## src/rtl/assert_macros.svh

```systemverilog
// Assertion macros used by the top level of the UTF-8 stream decoder.
`ifndef ASSERT_MACROS_SVH
`define ASSERT_MACROS_SVH

`ifndef SYNTHESIS

// Property that must hold at every clock edge outside reset.
`define UTF8D_ASSERT(label, clk_sig, rst_sig, prop) \
    label: assert property (@(posedge clk_sig) disable iff (!rst_sig) (prop)) \
        else $error("utf8d assertion failed");

// Implication checked at every clock edge outside reset.
`define UTF8D_ASSERT_IMPL(label, clk_sig, rst_sig, ante, cons) \
    label: assert property (@(posedge clk_sig) disable iff (!rst_sig) (ante) |-> (cons)) \
        else $error("utf8d implication failed");

`else

`define UTF8D_ASSERT(label, clk_sig, rst_sig, prop)
`define UTF8D_ASSERT_IMPL(label, clk_sig, rst_sig, ante, cons)

`endif

`endif

```

## src/rtl/utf8d_pkg.sv

```systemverilog
// Types and constants of the UTF-8 stream decoder.
package utf8d_pkg;

    localparam int BYTE_W  = 8;
    localparam int CP_W    = 31;
    localparam int COUNT_W = 3;
    localparam int CONT_W  = 6;

    localparam logic [BYTE_W-1:0] TOP_BIT   = 8'h80;
    localparam logic [BYTE_W-1:0] CONT_MASK = 8'h3F;

    // Count of leading ones at or above this value marks the bad leads 0xFE and 0xFF.
    localparam logic [COUNT_W-1:0] BAD_ONES  = 3'd7;
    localparam logic [COUNT_W-1:0] ONE_BYTE  = 3'd1;

    typedef struct packed {
        logic [CP_W-1:0]    acc;
        logic [COUNT_W-1:0] remaining;
        logic [COUNT_W-1:0] seq_len;
    } utf8d_state_t;

    typedef struct packed {
        logic [CP_W-1:0]    code_point;
        logic [COUNT_W-1:0] byte_count;
        logic               bad_lead;
    } utf8d_result_t;

endpackage

```

## src/rtl/utf8d_byte_if.sv

```systemverilog
// Handshake channel that carries raw stream bytes.
interface utf8d_byte_if
    import utf8d_pkg::*;
();
    logic              valid;
    logic              ready;
    logic [BYTE_W-1:0] in_byte;

    modport source (output valid, output in_byte, input ready);
    modport sink   (input valid, input in_byte, output ready);
endinterface

```

## src/rtl/utf8d_cp_if.sv

```systemverilog
// Handshake channel that carries decoded code points.
interface utf8d_cp_if
    import utf8d_pkg::*;
();
    logic               valid;
    logic               ready;
    logic [CP_W-1:0]    code_point;
    logic [COUNT_W-1:0] byte_count;
    logic               bad_lead;

    modport source (output valid, output code_point, output byte_count, output bad_lead,
                    input ready);
    modport sink   (input valid, input code_point, input byte_count, input bad_lead,
                    output ready);
endinterface

```

## src/rtl/utf8d_step.sv

```systemverilog
// Combinational decode of one byte against the current sequence state.
module utf8d_step
    import utf8d_pkg::*;
(
    input  logic [BYTE_W-1:0] in_byte,
    input  utf8d_state_t      state,
    output utf8d_state_t      state_next,
    output logic              emit,
    output utf8d_result_t     result
);

    logic [COUNT_W-1:0] ones;
    logic [6:0]         lead_mask;
    logic [CP_W-1:0]    acc_shift;

    always_comb
    begin
        unique casez (in_byte)
            8'b0???????: ones = 3'd0;
            8'b10??????: ones = 3'd1;
            8'b110?????: ones = 3'd2;
            8'b1110????: ones = 3'd3;
            8'b11110???: ones = 3'd4;
            8'b111110??: ones = 3'd5;
            8'b1111110?: ones = 3'd6;
            default:     ones = BAD_ONES;
        endcase
    end

    assign lead_mask = 7'h7F >> ones;
    assign acc_shift = {state.acc[CP_W-CONT_W-1:0], in_byte[CONT_W-1:0] & CONT_MASK[CONT_W-1:0]};

    always_comb
    begin
        state_next        = state;
        emit              = 1'b0;
        result.code_point = {{(CP_W-BYTE_W){1'b0}}, in_byte};
        result.byte_count = ONE_BYTE;
        result.bad_lead   = 1'b0;

        if (state.remaining != '0)
        begin
            // Continuation bytes are taken as they come; only the low six bits count.
            state_next.acc       = acc_shift;
            state_next.remaining = state.remaining - 3'd1;
            if (state.remaining == 3'd1)
            begin
                emit               = 1'b1;
                result.code_point  = acc_shift;
                result.byte_count  = state.seq_len;
                state_next.seq_len = '0;
            end
        end
        else if (ones == BAD_ONES)
        begin
            emit            = 1'b1;
            result.bad_lead = 1'b1;
        end
        else if (ones <= 3'd1)
        begin
            emit = 1'b1;
        end
        else
        begin
            state_next.acc       = {{(CP_W-7){1'b0}}, in_byte[6:0] & lead_mask};
            state_next.seq_len   = ones;
            state_next.remaining = ones - 3'd1;
        end
    end

endmodule

```

## src/rtl/utf8_stream_decoder_top.sv

```systemverilog
// Top level of the byte-serial UTF-8 decoder for sequences of up to six bytes.
//
//  channel    | role   | payload
//  -----------+--------+-------------------------------------------
//  byte_ch    | sink   | in_byte
//  cp_ch      | source | code_point, byte_count, bad_lead
//
// One item is accepted per cycle while cp_ch does not stall; a byte is decoded from the
// input register, and its result is registered in the output register that drives cp_ch.valid.
// The sequence state updates once per byte in a single shift-and-or step.
// Reset drops any sequence in progress and empties both registers.
// When cp_ch stalls, the input register holds its byte and byte_ch.ready falls once it holds one.
`include "assert_macros.svh"

module utf8_stream_decoder_top
    import utf8d_pkg::*;
(
    input logic        clk,
    input logic        rst_n,
    utf8d_byte_if.sink byte_ch,
    utf8d_cp_if.source cp_ch
);

    logic              in_valid_reg;
    logic [BYTE_W-1:0] in_byte_reg;

    utf8d_state_t  state_reg;
    utf8d_state_t  state_next;
    logic          emit;
    utf8d_result_t result;

    logic          out_valid_reg;
    utf8d_result_t out_reg;

    logic out_free;
    logic advance;

    logic rem_idle;
    logic seq_idle;
    logic out_bad;

    assign out_free      = !out_valid_reg || cp_ch.ready;
    assign advance       = in_valid_reg && out_free;
    assign byte_ch.ready = !in_valid_reg || advance;

    utf8d_step u_step (
        .in_byte    (in_byte_reg),
        .state      (state_reg),
        .state_next (state_next),
        .emit       (emit),
        .result     (result)
    );

    always_ff @(posedge clk or negedge rst_n)
    begin
        if (!rst_n)
        begin
            in_valid_reg <= 1'b0;
        end
        else if (byte_ch.ready)
        begin
            in_valid_reg <= byte_ch.valid;
        end
    end

    always_ff @(posedge clk)
    begin
        if (byte_ch.valid && byte_ch.ready)
        begin
            in_byte_reg <= byte_ch.in_byte;
        end
    end

    always_ff @(posedge clk or negedge rst_n)
    begin
        if (!rst_n)
        begin
            state_reg <= '0;
        end
        else if (advance)
        begin
            state_reg <= state_next;
        end
    end

    always_ff @(posedge clk or negedge rst_n)
    begin
        if (!rst_n)
        begin
            out_valid_reg <= 1'b0;
        end
        else if (out_free)
        begin
            out_valid_reg <= advance && emit;
        end
    end

    always_ff @(posedge clk)
    begin
        if (advance && emit)
        begin
            out_reg <= result;
        end
    end

    assign cp_ch.valid      = out_valid_reg;
    assign cp_ch.code_point = out_reg.code_point;
    assign cp_ch.byte_count = out_reg.byte_count;
    assign cp_ch.bad_lead   = out_reg.bad_lead;

    assign rem_idle = (state_reg.remaining == '0);
    assign seq_idle = (state_reg.seq_len == '0);
    assign out_bad  = cp_ch.valid && cp_ch.bad_lead;

    `UTF8D_ASSERT(a_seq_tracks_remaining, clk, rst_n, rem_idle == seq_idle)
    `UTF8D_ASSERT(a_remaining_range, clk, rst_n, state_reg.remaining <= 3'd5)
    `UTF8D_ASSERT_IMPL(a_bad_lead_single, clk, rst_n, out_bad, cp_ch.byte_count == ONE_BYTE)

endmodule

```

## src/flat_wrapper.sv

```systemverilog
// flat-port wrapper written by rule: the top's interface ports become plain ports
module utf8_stream_decoder_top_flat import utf8d_pkg::*;
  (clk, rst_n, byte_ch_valid, byte_ch_in_byte, byte_ch_ready, cp_ch_valid, cp_ch_code_point, cp_ch_byte_count, cp_ch_bad_lead, cp_ch_ready);
  utf8d_byte_if byte_ch_i ();
  utf8d_cp_if cp_ch_i ();
  input logic clk;
  input logic rst_n;
  input wire logic [$bits(byte_ch_i.valid)-1:0] byte_ch_valid;
  input wire logic [$bits(byte_ch_i.in_byte)-1:0] byte_ch_in_byte;
  output wire logic [$bits(byte_ch_i.ready)-1:0] byte_ch_ready;
  output wire logic [$bits(cp_ch_i.valid)-1:0] cp_ch_valid;
  output wire logic [$bits(cp_ch_i.code_point)-1:0] cp_ch_code_point;
  output wire logic [$bits(cp_ch_i.byte_count)-1:0] cp_ch_byte_count;
  output wire logic [$bits(cp_ch_i.bad_lead)-1:0] cp_ch_bad_lead;
  input wire logic [$bits(cp_ch_i.ready)-1:0] cp_ch_ready;
  assign byte_ch_i.valid = byte_ch_valid;
  assign byte_ch_i.in_byte = byte_ch_in_byte;
  assign byte_ch_ready = byte_ch_i.ready;
  assign cp_ch_valid = cp_ch_i.valid;
  assign cp_ch_code_point = cp_ch_i.code_point;
  assign cp_ch_byte_count = cp_ch_i.byte_count;
  assign cp_ch_bad_lead = cp_ch_i.bad_lead;
  assign cp_ch_i.ready = cp_ch_ready;
  utf8_stream_decoder_top u_core (.clk(clk), .rst_n(rst_n), .byte_ch(byte_ch_i), .cp_ch(cp_ch_i));
endmodule
```

## config.mk

```make
export PLATFORM = sky130hd
export DESIGN_NAME = utf8_stream_decoder_top_flat
export DESIGN_NICKNAME = d
export VERILOG_FILES = /design/src/rtl/utf8d_pkg.sv /design/src/rtl/utf8d_byte_if.sv /design/src/rtl/utf8d_cp_if.sv /design/src/rtl/utf8d_step.sv /design/src/rtl/utf8_stream_decoder_top.sv /design/src/flat_wrapper.sv
export VERILOG_INCLUDE_DIRS = /design/src /design/src/rtl
export SDC_FILE = /design/constraint.sdc
export NUM_CORES = 1
export LEC_CHECK = 0
export BUFFER_PORTS_ARGS = -buffer_cell sky130_fd_sc_hd__buf_2
export CAP_MARGIN = 20
export CORE_ASPECT_RATIO = 0.9
export CORE_UTILIZATION = 45
export CTS_CLUSTER_SIZE = 28
export DETAILED_ROUTE_END_ITERATION = 7
export PLACE_DENSITY_LB_ADDON = 0.08
export SYNTH_ARGS = -nofsm -noshare
export SYNTH_HDL_FRONTEND = slang
export SYNTH_HIERARCHICAL = 1
export SYNTH_SLANG_ARGS = --single-unit
export TNS_END_PERCENT = 10
```

## constraint.sdc

```tcl
create_clock -name clk -period 4 [get_ports clk]
set_input_delay 0.6 -clock clk [delete_from_list [all_inputs] [get_ports clk]]
set_output_delay 0.6 -clock clk [all_outputs]
set_load 0.01 [all_outputs]
```

==> run metrics <==
CTS tree=done; placed cell areas=0.00396 mm²; critical path endpoint category=register; Final #Nets=358; IO Count=49; CP required=3.98 ns; die span in x=97.9 µm; antenna violations before repair=0; violated checks=DRC; vias in the first global route=2150; Reg clk slew, reported paths=0.08 ns; startpoint types=register; Ys Warns=6; status=finished, violations left; total die area=0.00865 mm²; TritonCTS Buffers=9; root buf cell=clkbuf_8; H-tree Lvls=3; maximum buffer depth of the clock tree=2; worst min path class=in -> async; largest net degree at the start of global routing=36; Max Cap Violations=0; finished layout cell area=~0.0042 mm²; final-report hold violation count=0; final global-route overflow total=0; syn avg cell area=12.5 µm²; crit-path max FO=35; fin crit period=3.26 ns; RSZ-0062 raised after global routing=false; num rows=31; postcts setup bufs=0; die height=88.3 µm; cells after synthesis=298; Slew Viols, Final=0; critical path class=reg -> reg; CTS hold repair buffers=0; Clk Latency, worst-skew pair=approximately 0.35 ns; Syn-to-layout area delta=12.3%; Period Utilization, post-route=0.815; DPL Wire Length=approximately 4600 µm; critical path arrival=3.23 ns; Sink Count=76; setup TNS=0 ns; Max Fclk=307 MHz; Pre-antenna DRT Iters=6; total leakage power=1.89 nW; CP max-delay cell=nor2_4; Routed WL per cell=15.7 µm; area taken by multi-input logic gates=approximately 0.0014 mm²; syn nets=318; # diodes=0; Crit path max-delay family=simple AND/OR/NAND/NOR gates; vias per std cell=approximately 5.2; FILL cells=between 700 and 800; Final setup violation count=0; skew final=0.00904 ns; Initial Utilization=0.464; Buf/Inv on CP=1; layout cells sized above 1=0.321; max incr delay on CP=around 0.77 ns; Worst slew margin=0.320; gp weighted congestion=0.865; register area=0.00212 mm²; CP cell instances=and3_1 -> o311a_1 -> a21oi_2 -> inv_1 -> ha_1 -> nor2b_1 -> mux2_4 -> o21ai_0 -> nand2_1 -> nor2_4; Residual DRC=3; global-route usage over all layers=0.175; Core ar.=between 0.008 and 0.009 mm²; VDD IR-drop max=0.000456 V; Post-Route WL=6940 µm; Post-Synthesis Cell Area=0.00372 mm²; Post-DRT Antenna Nets=0; actual slew at the worst max-slew pin=1.02 ns; Port Buf Inserts=between 40 and 50; Resize count post-CTS=0; DR vias=between 2000 and 2500; first-pass GRT wire length=11300 µm; power per cell area=706 mW/mm²; Starting DRT DRC Count=about 110
## per-stage QoR
step	util	total power [mW]	setup WS [ns]	hold WS, ns	instances
after floorplan	-	2.08	0.240	0.304	298
after global placement	0.494	2.32	0.823	0.445	426
after detailed placement	0.494	2.34	0.702	0.442	426
after CTS	0.521	2.98	0.673	0.338	442
after global routing	0.521	3.15	0.476	0.366	442
final	0.521	2.95	0.742	0.315	442
## worst paths after layout
path	from	to	slack (ns)	depth (start not counted)
hold reg to reg	u_core/in_byte_reg[0]	u_core/cp_ch.code_point[0]	0.46	0
max in group asynchronous	rst_n	u_core/state_reg[14]	3.20	1
setup / recovery	u_core/in_byte_reg[5]	u_core/cp_ch.code_point[9]	0.74	10
hold / removal	rst_n	u_core/state_reg[23]	0.31	1
setup reg to reg	u_core/in_byte_reg[5]	u_core/cp_ch.code_point[9]	0.74	10
min in group clk	byte_ch_in_byte[2]	u_core/in_byte_reg[2]	0.42	1
## cells in the final DEF, fill, tap and decap left out, types with 2 or more instances in the layout
master and n:
ha_1 8, clkbuf_8 9, inv_1 7, edfxtp_1 43, nor3_1 2, dfrtp_1 33, mux2_2 7, bufinv_16 2
nand2b_1 7, nand2_1 50, mux2_4 26, o21ai_0 25, nand3_1 3, and3_1 27, and2_1 2, o211ai_1 2
clkinv_4 2, nor2b_1 3, nor2_4 2, o31ai_1 2, a22o_1 4, buf_4 4, buf_2 48, nor2_1 5
## layout make-up
cell class,count,share of cell area
Clock inverter,6,0.0215
Inverter,7,0.00628
Clock buffer,10,0.0305
Sequential cell,76,0.506
Tap cell,99,0.0296
Timing Repair Buffer,52,0.0646
Multi-Input combinational cell,192,0.341
## power breakdown
| group | internal [mW] | leakage, nW | switching (mW) |
|---|---|---|---|
| logic | 0.500 | 0.982 | 0.519 |
| registers | 1.11 | 0.806 | 0.190 |
| clock network | 0.352 | 0.106 | 0.284 |
| total | 1.96 | 1.89 | 0.993 |
## routing by layer
layer | wire, µm | share of wire | GRT usage | up-vias
li1 | - | - | - | 1129
met1 | 3270 | 0.47 | 0.218 | 1125
met2 | 3310 | 0.48 | 0.291 | 55
met3 | 301 | 0.043 | 0.0569 | 8
met4 | 60 | 0.0087 | 0.0579 | 0
met5 | 0 | 0 | 0 | -
No activity file was read; power rests on OpenSTA's default activity.
